File: src/hw/rtl/kwco_pkg.sv
// Shared constants, types and helper functions for the keyed wheel character obfuscator.
package kwco_pkg;

    localparam int KeyAreaMaxDefault = 200;
    localparam int StreamWrapDefault = 60;
    localparam int WheelLen          = 77;
    localparam int AreaSmall         = 100;
    localparam int AreaLarge         = 200;

    localparam logic MODE_KEY  = 1'b0;
    localparam logic MODE_TEXT = 1'b1;

    localparam logic [0:0] REG_KEY_AREA_SELECT = 1'b0;

    // Front-to-back queue entry
    typedef struct packed {
        logic       mode;
        logic [7:0] data_byte;
        logic       key_last;
    } kwco_item_t;

    // Per-round additive constants
    function automatic logic [31:0] md5_k(input logic [5:0] r);
        logic [31:0] k;
        begin
            unique case (r)
                6'd0:  k = 32'hd76aa478; 6'd1:  k = 32'he8c7b756;
                6'd2:  k = 32'h242070db; 6'd3:  k = 32'hc1bdceee;
                6'd4:  k = 32'hf57c0faf; 6'd5:  k = 32'h4787c62a;
                6'd6:  k = 32'ha8304613; 6'd7:  k = 32'hfd469501;
                6'd8:  k = 32'h698098d8; 6'd9:  k = 32'h8b44f7af;
                6'd10: k = 32'hffff5bb1; 6'd11: k = 32'h895cd7be;
                6'd12: k = 32'h6b901122; 6'd13: k = 32'hfd987193;
                6'd14: k = 32'ha679438e; 6'd15: k = 32'h49b40821;
                6'd16: k = 32'hf61e2562; 6'd17: k = 32'hc040b340;
                6'd18: k = 32'h265e5a51; 6'd19: k = 32'he9b6c7aa;
                6'd20: k = 32'hd62f105d; 6'd21: k = 32'h02441453;
                6'd22: k = 32'hd8a1e681; 6'd23: k = 32'he7d3fbc8;
                6'd24: k = 32'h21e1cde6; 6'd25: k = 32'hc33707d6;
                6'd26: k = 32'hf4d50d87; 6'd27: k = 32'h455a14ed;
                6'd28: k = 32'ha9e3e905; 6'd29: k = 32'hfcefa3f8;
                6'd30: k = 32'h676f02d9; 6'd31: k = 32'h8d2a4c8a;
                6'd32: k = 32'hfffa3942; 6'd33: k = 32'h8771f681;
                6'd34: k = 32'h6d9d6122; 6'd35: k = 32'hfde5380c;
                6'd36: k = 32'ha4beea44; 6'd37: k = 32'h4bdecfa9;
                6'd38: k = 32'hf6bb4b60; 6'd39: k = 32'hbebfbc70;
                6'd40: k = 32'h289b7ec6; 6'd41: k = 32'heaa127fa;
                6'd42: k = 32'hd4ef3085; 6'd43: k = 32'h04881d05;
                6'd44: k = 32'hd9d4d039; 6'd45: k = 32'he6db99e5;
                6'd46: k = 32'h1fa27cf8; 6'd47: k = 32'hc4ac5665;
                6'd48: k = 32'hf4292244; 6'd49: k = 32'h432aff97;
                6'd50: k = 32'hab9423a7; 6'd51: k = 32'hfc93a039;
                6'd52: k = 32'h655b59c3; 6'd53: k = 32'h8f0ccc92;
                6'd54: k = 32'hffeff47d; 6'd55: k = 32'h85845dd1;
                6'd56: k = 32'h6fa87e4f; 6'd57: k = 32'hfe2ce6e0;
                6'd58: k = 32'ha3014314; 6'd59: k = 32'h4e0811a1;
                6'd60: k = 32'hf7537e82; 6'd61: k = 32'hbd3af235;
                6'd62: k = 32'h2ad7d2bb; default: k = 32'heb86d391;
            endcase
            return k;
        end
    endfunction

    // Rotate amount of a round
    function automatic logic [4:0] md5_s(input logic [5:0] r);
        logic [4:0] s;
        begin
            unique case ({r[5:4], r[1:0]})
                4'h0: s = 5'd7;  4'h1: s = 5'd12; 4'h2: s = 5'd17; 4'h3: s = 5'd22;
                4'h4: s = 5'd5;  4'h5: s = 5'd9;  4'h6: s = 5'd14; 4'h7: s = 5'd20;
                4'h8: s = 5'd4;  4'h9: s = 5'd11; 4'ha: s = 5'd16; 4'hb: s = 5'd23;
                4'hc: s = 5'd6;  4'hd: s = 5'd10; 4'he: s = 5'd15; default: s = 5'd21;
            endcase
            return s;
        end
    endfunction

    // Message word used by a round
    function automatic logic [3:0] md5_g(input logic [5:0] r);
        logic [3:0] g;
        begin
            unique case (r[5:4])
                2'd0: g = r[3:0];
                2'd1: g = 4'(5 * r[3:0] + 1);
                2'd2: g = 4'(3 * r[3:0] + 5);
                default: g = 4'(7 * r[3:0]);
            endcase
            return g;
        end
    endfunction

endpackage

File: src/hw/rtl/kwco_front.sv
// Front part: input acceptance and a two-entry queue toward the back part.
module kwco_front
    import kwco_pkg::*;
(
    input  logic       clk,
    input  logic       rst_n,
    input  logic       in_valid,
    output logic       in_ready,
    input  kwco_item_t in_item,
    output logic       q_valid,
    input  logic       q_ready,
    output kwco_item_t q_item
);

    kwco_item_t  slot_reg [2];
    logic        wr_ptr_reg;
    logic        rd_ptr_reg;
    logic [1:0]  count_reg;
    logic        push;
    logic        pop;

    assign in_ready = (count_reg != 2'd2);
    assign q_valid  = (count_reg != 2'd0);
    assign q_item   = slot_reg[rd_ptr_reg];
    assign push     = in_valid && in_ready;
    assign pop      = q_valid && q_ready;

    // Store entries
    always_ff @(posedge clk)
    begin
        if (push)
        begin
            slot_reg[wr_ptr_reg] <= in_item;
        end
    end

    // Advance pointers and occupancy
    always_ff @(posedge clk or negedge rst_n)
    begin
        if (!rst_n)
        begin
            wr_ptr_reg <= 1'b0;
            rd_ptr_reg <= 1'b0;
            count_reg  <= 2'd0;
        end
        else
        begin
            if (push)
            begin
                wr_ptr_reg <= !wr_ptr_reg;
            end
            if (pop)
            begin
                rd_ptr_reg <= !rd_ptr_reg;
            end
            count_reg <= 2'(count_reg + {1'b0, push} - {1'b0, pop});
        end
    end

    a_no_overflow: assert property (@(posedge clk) disable iff (!rst_n)
        count_reg == 2'd2 |-> !push || pop)
        else $error("queue overflow");
    a_count_range: assert property (@(posedge clk) disable iff (!rst_n)
        count_reg != 2'd3)
        else $error("queue count out of range");
    a_pop_nonempty: assert property (@(posedge clk) disable iff (!rst_n)
        pop |-> count_reg != 2'd0)
        else $error("pop from empty queue");

endmodule

File: config.mk
export PLATFORM = sky130hd
export DESIGN_NAME = kwco_front
export DESIGN_NICKNAME = d
export VERILOG_FILES = /design/src/hw/rtl/kwco_pkg.sv /design/src/hw/rtl/kwco_front.sv
export SDC_FILE = /design/constraint.sdc
export NUM_CORES = 1
export LEC_CHECK = 0
export ABC_AREA = 1
export BUFFER_PORTS_ARGS = -buffer_cell sky130_fd_sc_hd__buf_4
export CAP_MARGIN = 0
export CORE_ASPECT_RATIO = 1.4
export CORE_UTILIZATION = 45
export DETAILED_ROUTE_END_ITERATION = 8
export HOLD_SLACK_MARGIN = 0.03
export PLACE_DENSITY_LB_ADDON = 0.2
export SLEW_MARGIN = 40
export SYNTH_ARGS = -nofsm -noshare
export SYNTH_HDL_FRONTEND = slang
export SYNTH_SLANG_ARGS = --single-unit
File: constraint.sdc
create_clock -name clk -period 1.5 [get_ports clk]
set_input_delay 0.225 -clock clk [delete_from_list [all_inputs] [get_ports clk]]
set_output_delay 0.225 -clock clk [all_outputs]
set_load 0.03 [all_outputs]
==> results of run 1 <==
-- critical path, stage by stage, from the launching register on --
cell and delay [ps]:
dfrtp_1 450, inv_1 80, nand2_2 90, buf_4 150
buf_4 160
-- per-stage QoR --
stage	cell area, um2	util, %	std cells
3_5_place_dp	1200	60.6	131
6_report	1320	66.8	139
3_3_place_gp	1200	60.6	131
5_1_grt	1320	66.8	139
4_1_cts	1240	63.0	136
2_1_floorplan	957	-	84
-- Yosys cell counts --
library cell  number
inv_1              7
a21oi_1            1
edfxtp_1          20
ha_1               1
nand2_1           37
nor2_1             4
buf_2              2
nand2_2            2
o21ai_1            1
inv_2              1
nand3_1            2
nor2_2             1
dfrtp_1            4
xor2_1             1
-- cells by family (layout without fill, tap and decap cells) --
logic type	count (synthesis)	in the layout
fa+ha+maj	1	1
flops	24	24
compound gates	2	2
xor+xnor	1	1
simple gates	46	46
buf+inv	10	44
-- cell type report --
type | count | area (um2) | share of cell area (%)
Sequential cell | 24 | 703 | 53.3
Timing Repair Buffer | 32 | 278 | 21.1
Multi-Input combinational cell | 50 | 240 | 18.2
Clock buffer | 4 | 36.3 | 2.75
Inverter | 8 | 35.0 | 2.66
Tap cell | 21 | 26.3 | 1.99
-- power by group --
group	switching (mW)	total, mW	internal [mW]
combinational	0.844	1.40	0.559
clock	0.183	0.332	0.148
sequential	0.114	1.04	0.929
total	1.14	2.78	1.64
-- layer usage --
metal	GRT usage [%]	up-vias	wire (um)
met5	0	-	0
met1	19.2	330	669
met3	2.37	5	73
met4	8.57	0	44
li1	-	336	-
met2	30.1	21	972
-- what timing repair did --
item                                    CTS  global route
setup buffers                             0             3
hold buffers                              1             0
hold endpoints to repair                  4             0
endpoints found under the setup margin    0            11
resized for setup                         0            18
-- worst max path at each step --
stage | start | end | slack, ps | cells after the start
4_1_cts | rd_ptr_reg$_DFFE_PN0P_ | q_item[1] | 10 | 4
3_5_place_dp | count_reg[1]$_DFF_PN0_ | count_reg[1]$_DFF_PN0_ | 60 | 9
2_1_floorplan | count_reg[1]$_DFF_PN0_ | count_reg[1]$_DFF_PN0_ | 80 | 11
5_1_grt | count_reg[0]$_DFF_PN0_ | count_reg[1]$_DFF_PN0_ | -20 | 10
3_3_place_gp | count_reg[1]$_DFF_PN0_ | count_reg[1]$_DFF_PN0_ | 160 | 11
6_report | count_reg[0]$_DFF_PN0_ | in_ready | 40 | 4
==> flow_summary.html, run 1 <==
<table>
<tr><th>Metric</th><th>Value</th></tr>
<tr><th colspan="2">Clocking</th></tr>
<tr><td>Clock latency at the later pin of the worst-skew pair</td><td>310 ps</td></tr>
<tr><td>Clock tree root driver cell</td><td>clkbuf_4</td></tr>
<tr><td>H-tree depth reported by CTS</td><td>1</td></tr>
<tr><td>CTS tree</td><td>built</td></tr>
<tr><td>TritonCTS Sinks</td><td>24</td></tr>
<tr><td>CTS Buf Count</td><td>3</td></tr>
<tr><td>Bufs on Longest Clock Path</td><td>2</td></tr>
<tr><td>Clock transition at the registers of the reported paths</td><td>120 ps</td></tr>
<tr><th colspan="2">Floorplan</th></tr>
<tr><td>Effective utilization at floorplan</td><td>48.4%</td></tr>
<tr><td>Vertical extent of the die</td><td>56.5 um</td></tr>
<tr><td>Die area</td><td>2310 um2</td></tr>
<tr><td>Num rows</td><td>19</td></tr>
<tr><td>Horizontal die dimension</td><td>40.9 um</td></tr>
<tr><td>Top-level I/O count</td><td>26</td></tr>
<tr><td>Core region area</td><td>1970 um2</td></tr>
<tr><th colspan="2">Final layout</th></tr>
<tr><td>Flip-flop count of the largest register after layout</td><td>20</td></tr>
<tr><td>Antenna diode count</td><td>0</td></tr>
<tr><td># nets final</td><td>134</td></tr>
<tr><td>Leading cell type in the layout, fill and taps excluded</td><td>nand2_1</td></tr>
<tr><td>Area delta synth-&gt;final</td><td>38.1%</td></tr>
<tr><td>Share of layout cells above drive strength 1</td><td>41.5%</td></tr>
<tr><td>Fill cell count</td><td>162</td></tr>
<tr><td>Leading cell types in the layout, fill and taps excluded</td><td>nand2_1 (32), buf_4 (24), edfxtp_1 (20)</td></tr>
<tr><th colspan="2">GRT</th></tr>
<tr><td>Global-route wire length before repair</td><td>2.72 mm</td></tr>
<tr><td>Number of antenna violations at the first check in global routing</td><td>0</td></tr>
<tr><td>Number of global-route vias before repair</td><td>648</td></tr>
<tr><td>Largest net degree at the start of global routing</td><td>14</td></tr>
<tr><td>Overall routing resource usage</td><td>17.5%</td></tr>
<tr><td>Total global routing overflow</td><td>0</td></tr>
<tr><th colspan="2">Yosys</th></tr>
<tr><td>Syn Std Cell Area</td><td>955 um2</td></tr>
<tr><td>Yosys Warn Count</td><td>0</td></tr>
<tr><td>Share of synthesized area spent on multiplexers</td><td>0%</td></tr>
<tr><td>Leading area contributor after synthesis</td><td>edfxtp_1</td></tr>
<tr><td>Simple-gate area share of the yosys netlist</td><td>19.1%</td></tr>
<tr><td>Complex-gate fraction of the synthesized area</td><td>1.05%</td></tr>
<tr><td>Main combinational cell family by area after synthesis</td><td>simple AND/OR/NAND/NOR gates</td></tr>
<tr><td>Yosys top cell area share</td><td>62.9%</td></tr>
<tr><td>Gate Count Post-Synth</td><td>84</td></tr>
<tr><td>Average footprint of a synthesized cell</td><td>11.4 um2</td></tr>
<tr><td>Synthesized-area fraction occupied by adder cells</td><td>1.31%</td></tr>
<tr><td>Largest cells by area after synthesis</td><td>edfxtp_1 (63%), nand2_1 (15%), dfrtp_1 (10%)</td></tr>
<tr><td>Fraction of the yosys area taken by sequential cells</td><td>73.4%</td></tr>
<tr><td>Synthesized net count</td><td>99</td></tr>
<tr><td>Yosys reg bits</td><td>24</td></tr>
<tr><td>Post-synthesis share of cell area spent on xor and xnor gates</td><td>0.917%</td></tr>
<tr><td>Post-synth cell types</td><td>14</td></tr>
<tr><th colspan="2">Setup path</th></tr>
<tr><td>Data required time of the critical path</td><td>1270 ps</td></tr>
<tr><td>Startpoint of the most critical register-to-register path</td><td>count_reg[0]$_DFF_PN0_</td></tr>
<tr><td>Setup slack on the worst flop-to-flop path</td><td>60 ps</td></tr>
<tr><td>Worst setup EP type</td><td>output port</td></tr>
<tr><td>End of the worst register-to-register path</td><td>count_reg[1]$_DFF_PN0_</td></tr>
<tr><td>Cell count of the worst reg-to-reg path</td><td>10</td></tr>
<tr><td>Startpoint class of the critical path</td><td>register</td></tr>
<tr><td>Class of the most critical setup path</td><td>register to output port</td></tr>
<tr><td>Largest driver fanout on the critical path</td><td>4</td></tr>
<tr><td>Crit path DAT</td><td>1230 ps</td></tr>
<tr><th colspan="2">Min path</th></tr>
<tr><td>Terminating pin of the worst hold path</td><td>slot_reg[1][2]$_DFFE_PP_</td></tr>
<tr><td>Worst hold start</td><td>in_item[2]</td></tr>
<tr><td>Classification of the worst-slack hold path</td><td>input pin to register</td></tr>
<tr><td>Number of instances on the worst hold path</td><td>1</td></tr>
<tr><th colspan="2">Detailed routing</th></tr>
<tr><td>Iteration-0 DRC count of the detailed router</td><td>16</td></tr>
<tr><td>Average routed wire per standard cell</td><td>12.7 um</td></tr>
<tr><td>Detail Route Antenna Nets</td><td>0</td></tr>
<tr><td>Number of vias per cell</td><td>4.98</td></tr>
<tr><td>DRC violations left</td><td>0</td></tr>
<tr><td>Drt first pass iters</td><td>4</td></tr>
<tr><td>Count of vias placed by the detailed router</td><td>692</td></tr>
<tr><td>Total routed wirelength</td><td>1.76 mm</td></tr>
<tr><th colspan="2">Placement</th></tr>
<tr><td>Global placer's final weighted congestion</td><td>0.668</td></tr>
<tr><td>Sum of net half-perimeters after detailed placement</td><td>1.26 mm</td></tr>
<tr><td>Worst slack at placement</td><td>56.0 ps</td></tr>
<tr><td>Number of port buffers</td><td>25</td></tr>
<tr><th colspan="2">Flow run</th></tr>
<tr><td>Count of max-cap constraint violations</td><td>0</td></tr>
<tr><th colspan="2">Timing</th></tr>
<tr><td>Unrepaired setup endpoints after global routing</td><td>yes</td></tr>
<tr><td>Clock period minus worst slack</td><td>1460 ps</td></tr>
<tr><td>Number of hold violations in the final report</td><td>0</td></tr>
<tr><td>Setup TNS</td><td>0 ps</td></tr>
<tr><td>Slew at the pin closest to its max-slew limit</td><td>261 ps</td></tr>
<tr><td>Highest clock rate</td><td>686 MHz</td></tr>
<tr><td>Max Clock Skew</td><td>3.87 ps</td></tr>
<tr><td>Post-route fraction of the period consumed by the critical path</td><td>97.2%</td></tr>
<tr><td>Final setup violation count</td><td>0</td></tr>
<tr><td>Minimum setup slack in the final design</td><td>41.7 ps</td></tr>
<tr><td>Count of final max-slew check failures</td><td>0</td></tr>
<tr><td>Max transition margin</td><td>82.6%</td></tr>
<tr><td>Hold slack final</td><td>89.0 ps</td></tr>
<tr><th colspan="2">Power and ir drop</th></tr>
<tr><td>Power Dens Cells</td><td>2110 nW/um2</td></tr>
<tr><td>Leakage Power</td><td>0.598 nW</td></tr>
<tr><td>Total power</td><td>2.78 mW</td></tr>
<tr><td>Maximum ir drop on the vdd rail</td><td>1.26 mV</td></tr>
<tr><th colspan="2">Outcome</th></tr>
<tr><td>Result of the run</td><td>finished, final reports clean</td></tr>
</table>
Note: power is estimated with default switching activity, not from simulation.
==> inputs of run 2 (changes only) <==
--- a/config.mk
+++ b/config.mk
@@ -9,7 +9,7 @@
 export BUFFER_PORTS_ARGS = -buffer_cell sky130_fd_sc_hd__buf_4
 export CAP_MARGIN = 0
 export CORE_ASPECT_RATIO = 1.4
-export CORE_UTILIZATION = 45
+export CORE_UTILIZATION = 49
 export DETAILED_ROUTE_END_ITERATION = 8
 export HOLD_SLACK_MARGIN = 0.03
 export PLACE_DENSITY_LB_ADDON = 0.2
==> constraint.sdc (replaced) <==
create_clock -name clk -period 1.54 [get_ports clk]
set_input_delay 0.231 -clock clk [delete_from_list [all_inputs] [get_ports clk]]
set_output_delay 0.231 -clock clk [all_outputs]
set_load 0.03 [all_outputs]
==> flow_summary.html, run 2 (synthesis results as in run 1) <==
<table>
<tr><th>Metric</th><th>Value</th></tr>
<tr><th colspan="2">Outcome</th></tr>
<tr><td>Result of the run</td><td>finished, final reports clean</td></tr>
<tr><th colspan="2">Final layout</th></tr>
<tr><td>Fin util</td><td>68.5%</td></tr>
<tr><td>Area delta synth-&gt;final</td><td>29.2%</td></tr>
<tr><td>Flip-flop count of the largest register after layout</td><td>20</td></tr>
<tr><td>Share of layout cells above drive strength 1</td><td>32.8%</td></tr>
<tr><td>Leading cell types in the layout, fill and taps excluded</td><td>nand2_1 (36), buf_4 (29), edfxtp_1 (20)</td></tr>
<tr><td># nets final</td><td>132</td></tr>
<tr><td>Antenna diode count</td><td>0</td></tr>
<tr><td>Post-route standard cell area excluding fillers</td><td>1230 um2</td></tr>
<tr><td>Leading cell type in the layout, fill and taps excluded</td><td>nand2_1</td></tr>
<tr><th colspan="2">Detailed routing</th></tr>
<tr><td>Drt first pass iters</td><td>4</td></tr>
<tr><td>Detailed route wirelength on metal3</td><td>66 um</td></tr>
<tr><td>Average routed wire per standard cell</td><td>11.8 um</td></tr>
<tr><td>Met2 routed wirelength</td><td>830 um</td></tr>
<tr><td>Iteration-0 DRC count of the detailed router</td><td>7</td></tr>
<tr><td>Count of vias placed by the detailed router</td><td>669</td></tr>
<tr><td>Detail Route Antenna Nets</td><td>0</td></tr>
<tr><td>Total routed wirelength</td><td>1.60 mm</td></tr>
<tr><td>Met1 routed wirelength after detailed routing</td><td>691 um</td></tr>
<tr><td>Number of vias per cell</td><td>4.92</td></tr>
<tr><td>Uppermost routed layer</td><td>met4</td></tr>
<tr><td>DRC violations left</td><td>0</td></tr>
<tr><th colspan="2">Flow run</th></tr>
<tr><td>Count of max-cap constraint violations</td><td>0</td></tr>
<tr><th colspan="2">Floorplan</th></tr>
<tr><td>Die area</td><td>2130 um2</td></tr>
<tr><td>Num rows</td><td>18</td></tr>
<tr><td>Top-level I/O count</td><td>26</td></tr>
<tr><td>Vertical extent of the die</td><td>54.2 um</td></tr>
<tr><td>Horizontal die dimension</td><td>39.3 um</td></tr>
<tr><td>Effective utilization at floorplan</td><td>53.0%</td></tr>
<tr><td>Core region area</td><td>1800 um2</td></tr>
<tr><th colspan="2">Setup path</th></tr>
<tr><td>Data required time of the critical path</td><td>1310 ps</td></tr>
<tr><td>Slowest cell on the critical path</td><td>dfrtp_1</td></tr>
<tr><td>Cells along the critical path</td><td>inv_2 &gt; nand2_1 &gt; nand2_1 &gt; buf_4</td></tr>
<tr><td>Worst setup EP type</td><td>output port</td></tr>
<tr><td>Critical Path Stages</td><td>4</td></tr>
<tr><td>Startpoint class of the critical path</td><td>register</td></tr>
<tr><td>Combined buffer and inverter count along the critical path</td><td>2</td></tr>
<tr><td>Crit path DAT</td><td>1190 ps</td></tr>
<tr><td>Cell count of the worst reg-to-reg path</td><td>12</td></tr>
<tr><td>Largest stage delay, worst path</td><td>410 ps</td></tr>
<tr><td>Category of cells accounting for the largest share of critical-path delay</td><td>flip-flops</td></tr>
<tr><td>Largest driver fanout on the critical path</td><td>11</td></tr>
<tr><td>Class of the most critical setup path</td><td>register to output port</td></tr>
<tr><td>Cell seen most often among critical-path stages</td><td>nand2_1</td></tr>
<tr><th colspan="2">GRT</th></tr>
<tr><td>Number of global-route vias before repair</td><td>530</td></tr>
<tr><td>Number of antenna violations at the first check in global routing</td><td>0</td></tr>
<tr><td>Total global routing overflow</td><td>0</td></tr>
<tr><td>Largest net degree at the start of global routing</td><td>14</td></tr>
<tr><td>Global-route wire length before repair</td><td>2.21 mm</td></tr>
<tr><td>Overall routing resource usage</td><td>16.1%</td></tr>
<tr><th colspan="2">Power and ir drop</th></tr>
<tr><td>Maximum ir drop on the vdd rail</td><td>1.13 mV</td></tr>
<tr><td>Total power</td><td>2.45 mW</td></tr>
<tr><td>Leakage Power</td><td>0.575 nW</td></tr>
<tr><td>Power Dens Cells</td><td>1980 nW/um2</td></tr>
<tr><th colspan="2">Clocking</th></tr>
<tr><td>Clock tree root driver cell</td><td>clkbuf_4</td></tr>
<tr><td>Clock transition at the registers of the reported paths</td><td>130 ps</td></tr>
<tr><td>H-tree depth reported by CTS</td><td>1</td></tr>
<tr><td>Clock latency at the later pin of the worst-skew pair</td><td>310 ps</td></tr>
<tr><td>TritonCTS Sinks</td><td>24</td></tr>
<tr><td>Bufs on Longest Clock Path</td><td>2</td></tr>
<tr><td>Setup repair bufs after CTS</td><td>0</td></tr>
<tr><td>CTS Buf Count</td><td>3</td></tr>
<tr><td>CTS tree</td><td>built</td></tr>
<tr><th colspan="2">Timing</th></tr>
<tr><td>Post-route fraction of the period consumed by the critical path</td><td>92.3%</td></tr>
<tr><td>Max transition margin</td><td>85.8%</td></tr>
<tr><td>Hold slack final</td><td>93.4 ps</td></tr>
<tr><td>Clock period minus worst slack</td><td>1420 ps</td></tr>
<tr><td>Number of hold violations in the final report</td><td>0</td></tr>
<tr><td>Max Clock Skew</td><td>13.9 ps</td></tr>
<tr><td>Slew at the pin closest to its max-slew limit</td><td>211 ps</td></tr>
<tr><td>Final setup violation count</td><td>0</td></tr>
<tr><td>Count of final max-slew check failures</td><td>0</td></tr>
<tr><td>Highest clock rate</td><td>703 MHz</td></tr>
<tr><td>Setup TNS</td><td>0 ps</td></tr>
<tr><th colspan="2">Placement</th></tr>
<tr><td>Cell area after placement</td><td>1190 um2</td></tr>
<tr><td>Number of port buffers</td><td>25</td></tr>
<tr><td>Global placer's final weighted congestion</td><td>0.736</td></tr>
<tr><td>Sum of net half-perimeters after detailed placement</td><td>1.17 mm</td></tr>
<tr><th colspan="2">Min path</th></tr>
<tr><td>Number of instances on the worst hold path</td><td>1</td></tr>
<tr><td>Classification of the worst-slack hold path</td><td>input pin to register</td></tr>
</table>
-- run 2: per-layer routing --
layer  global-route usage (%)  vias up
met1                     20.3      311
met5                        0        -
met3                     4.07        2
met2                     24.4       22
met4                     10.3        0
li1                         -      334
-- run 2: final cells by class --
cell class                 count  area [um2]
clock inverter                 1        3.75
tap                           20        25.0
inverter                       8        30.0
sequential                    24         701
timing repair buffer          30         228
multi-input combinational     50         224
fill                         143         568
clock buffer                   3        22.5
-- run 2: power by group --
part           total (mW)  internal [mW]  switching (mW)
Sequential          0.978          0.899          0.0786
Clock               0.266         0.0946           0.171
Combinational        1.20          0.425           0.779
Total                2.45           1.42            1.03
-- run 2: timing repair --
action                                  in CTS  in global routing
endpoints found under the hold margin        4                  0
endpoints found under the setup margin       0                  1
hold buffers                                 1                  0
gates resized for setup                      0                  2
-- run 2: path summary, 6_finish.rpt --
check,end,startpoint,slack [ps]
max in group asynchronous,rd_ptr_reg$_DFFE_PN0P_,rst_n,1190
min in group asynchronous,count_reg[1]$_DFF_PN0_,rst_n,240
max reg2reg,count_reg[1]$_DFF_PN0_,count_reg[0]$_DFF_PN0_,150
min,slot_reg[0][1]$_DFFE_PP_,in_item[1],90
max,q_item[4],rd_ptr_reg$_DFFE_PN0P_,120
min reg2reg,wr_ptr_reg$_DFFE_PN0P_,wr_ptr_reg$_DFFE_PN0P_,580
-- run 2: metrics by stage --
stage	cells	worst slack [ps]
5_1_grt	136	-6.01
6_report	136	118
3_3_place_gp	131	216
2_1_floorplan	84	124
3_5_place_dp	131	139
4_1_cts	136	92.9
-- run 2: worst register-to-register path, stage by stage (launching register included) --
cell and delay (ps):
dfrtp_1 410, inv_1 60, nand2_2 120, nand2_4 80, nand2_2 80, nand2_1 60, ha_1 190, inv_1 50
nand2_1 40, nand2_1 70, inv_1 40, nand2_1 50, nand2_1 50
==> inputs of run 3 (changes only) <==
==> constraint.sdc (replaced) <==
create_clock -name clk -period 1.54 [get_ports clk]
set_input_delay 0.077 -clock clk [delete_from_list [all_inputs] [get_ports clk]]
set_output_delay 0.077 -clock clk [all_outputs]
set_load 0.03 [all_outputs]
==> flow_summary.html, run 3 (synthesis results as in run 1) <==
<table>
<tr><th>Metric</th><th>Value</th></tr>
<tr><th colspan="2">Flow run</th></tr>
<tr><td>Count of max-cap constraint violations</td><td>0</td></tr>
<tr><th colspan="2">Floorplan</th></tr>
<tr><td>Die area</td><td>2130 um2</td></tr>
<tr><td>Effective utilization at floorplan</td><td>53.0%</td></tr>
<tr><td>Top-level I/O count</td><td>26</td></tr>
<tr><td>Horizontal die dimension</td><td>39.3 um</td></tr>
<tr><td>Vertical extent of the die</td><td>54.2 um</td></tr>
<tr><td>Num rows</td><td>18</td></tr>
<tr><td>Core region area</td><td>1800 um2</td></tr>
<tr><th colspan="2">Clocking</th></tr>
<tr><td>Clock latency at the later pin of the worst-skew pair</td><td>290 ps</td></tr>
<tr><td>Bufs on Longest Clock Path</td><td>2</td></tr>
<tr><td>CTS Buf Count</td><td>3</td></tr>
<tr><td>Clock transition at the registers of the reported paths</td><td>120 ps</td></tr>
<tr><td>TritonCTS Sinks</td><td>24</td></tr>
<tr><td>Clock tree root driver cell</td><td>clkbuf_4</td></tr>
<tr><td>CTS tree</td><td>built</td></tr>
<tr><td>H-tree depth reported by CTS</td><td>1</td></tr>
<tr><th colspan="2">Placement</th></tr>
<tr><td>Sum of net half-perimeters after detailed placement</td><td>1.21 mm</td></tr>
<tr><td>Number of port buffers</td><td>25</td></tr>
<tr><td>Global placer's final weighted congestion</td><td>0.759</td></tr>
<tr><td>Number of placed instances, taps included</td><td>130</td></tr>
<tr><td>Cell area after placement</td><td>1180 um2</td></tr>
<tr><th colspan="2">Final layout</th></tr>
<tr><td>Final cell count without fillers</td><td>146</td></tr>
<tr><td># nets final</td><td>142</td></tr>
<tr><td>Area delta synth-&gt;final</td><td>40.8%</td></tr>
<tr><td>Leading cell types in the layout, fill and taps excluded</td><td>nand2_1 (35), buf_4 (29), edfxtp_1 (20)</td></tr>
<tr><td>Post-route standard cell area excluding fillers</td><td>1340 um2</td></tr>
<tr><td>Share of layout cells above drive strength 1</td><td>33.3%</td></tr>
<tr><td>Leading cell type in the layout, fill and taps excluded</td><td>nand2_1</td></tr>
<tr><td>Antenna diode count</td><td>0</td></tr>
<tr><td>Flip-flop count of the largest register after layout</td><td>20</td></tr>
<tr><th colspan="2">GRT</th></tr>
<tr><td>Overall routing resource usage</td><td>17.2%</td></tr>
<tr><td>Largest net degree at the start of global routing</td><td>14</td></tr>
<tr><td>Number of antenna violations at the first check in global routing</td><td>0</td></tr>
<tr><td>Global-route wire length before repair</td><td>2.40 mm</td></tr>
<tr><td>Total global routing overflow</td><td>0</td></tr>
<tr><td>Number of global-route vias before repair</td><td>582</td></tr>
<tr><th colspan="2">Timing</th></tr>
<tr><td>Highest clock rate</td><td>688 MHz</td></tr>
<tr><td>Count of final max-slew check failures</td><td>0</td></tr>
<tr><td>Post-route fraction of the period consumed by the critical path</td><td>94.3%</td></tr>
<tr><td>Slew at the pin closest to its max-slew limit</td><td>213 ps</td></tr>
<tr><td>Hold slack final</td><td>59.2 ps</td></tr>
<tr><td>Max transition margin</td><td>85.8%</td></tr>
<tr><td>Clock period minus worst slack</td><td>1450 ps</td></tr>
<tr><td>Number of hold violations in the final report</td><td>0</td></tr>
<tr><td>Final setup violation count</td><td>0</td></tr>
<tr><td>Max Clock Skew</td><td>2.79 ps</td></tr>
<tr><th colspan="2">Setup path</th></tr>
<tr><td>Startpoint class of the critical path</td><td>register</td></tr>
<tr><td>Data required time of the critical path</td><td>1740 ps</td></tr>
<tr><td>Crit path DAT</td><td>1660 ps</td></tr>
<tr><td>Largest driver fanout on the critical path</td><td>4</td></tr>
<tr><td>Class of the most critical setup path</td><td>register to register</td></tr>
<tr><td>Worst setup EP type</td><td>register</td></tr>
<tr><th colspan="2">Detailed routing</th></tr>
<tr><td>Drt first pass iters</td><td>2</td></tr>
<tr><td>Total routed wirelength</td><td>1.73 mm</td></tr>
<tr><td>Number of vias per cell</td><td>4.65</td></tr>
<tr><td>Count of vias placed by the detailed router</td><td>679</td></tr>
<tr><td>Iteration-0 DRC count of the detailed router</td><td>10</td></tr>
<tr><td>DRC violations left</td><td>0</td></tr>
<tr><td>Detail Route Antenna Nets</td><td>0</td></tr>
<tr><td>Average routed wire per standard cell</td><td>11.8 um</td></tr>
<tr><th colspan="2">Outcome</th></tr>
<tr><td>Result of the run</td><td>finished, final reports clean</td></tr>
<tr><th colspan="2">Min path</th></tr>
<tr><td>Classification of the worst-slack hold path</td><td>input pin to register</td></tr>
<tr><th colspan="2">Power and ir drop</th></tr>
<tr><td>Leakage Power</td><td>0.617 nW</td></tr>
<tr><td>Power Dens Cells</td><td>1860 nW/um2</td></tr>
<tr><td>Total power</td><td>2.50 mW</td></tr>
<tr><td>Maximum ir drop on the vdd rail</td><td>1.18 mV</td></tr>
</table>
-- run 3: final timing paths --
kind | from | end | slack (ps) | depth (start not counted)
worst max-delay path | count_reg[0]$_DFF_PN0_ | count_reg[1]$_DFF_PN0_ | 90 | 12
worst min-delay path | q_ready | rd_ptr_reg$_DFFE_PN0P_ | 60 | 3
worst max register to register | count_reg[0]$_DFF_PN0_ | count_reg[1]$_DFF_PN0_ | 90 | 12
worst min register to register | wr_ptr_reg$_DFFE_PN0P_ | wr_ptr_reg$_DFFE_PN0P_ | 560 | 2
max in group asynchronous | rst_n | rd_ptr_reg$_DFFE_PN0P_ | 1330 | 2
min in group asynchronous | rst_n | count_reg[1]$_DFF_PN0_ | 100 | 2
-- run 3: per-layer routing --
metal / track usage [%] / routed length (um) / part of all wire, % / vias up
met1: 20.1 / 769 / 45 / 307
met3: 2.44 / 56 / 3.2 / 2
li1: - / - / - / 354
met2: 30.8 / 887 / 51 / 16
met4: 6.90 / 13 / 0.75 / 0
met5: 0 / 0 / 0 / -
-- run 3: per-stage QoR --
| step | utilization (%) | setup slack (ps) | setup TNS (ps) |
|---|---|---|---|
| after floorplan | - | 124 | 0 |
| after global placement | 65.6 | 217 | 0 |
| after detailed placement | 65.6 | 131 | 0 |
| after CTS | 73.2 | 6.09 | 0 |
| after global routing | 74.6 | -17.7 | -17.7 |
| final | 74.6 | 87.4 | 0 |
-- run 3: worst max-delay path, cell delays in order (launching register included) --
cell     delay, ps
dfrtp_1        450
inv_1           70
nand2_2        110
nand2_4         80
nand2_2         70
nand2_1         60
ha_1           190
inv_1           70
nand2_1         60
nand2_2         60
inv_1           40
nand2_1         50
nand2_1         40
-- run 3: area by class of cell --
type,instances,area (um2)
tap,20,25.0
sequential,24,702
fill,132,458
clock inverter,1,3.75
multi-input combinational,50,233
timing repair buffer,40,328
inverter,8,30.0
clock buffer,3,22.5
-- run 3: what timing repair did --
action	CTS	global route
buffers inserted	0	1
setup endpoints to repair	0	11
hold endpoints to repair	24	0
hold buffers	11	0
resized for setup	0	6
-- run 3: power breakdown --
group	switching (mW)	internal [mW]	total, mW
Clock	0.164	0.0942	0.259
Combinational	0.768	0.450	1.22
Sequential	0.124	0.902	1.03
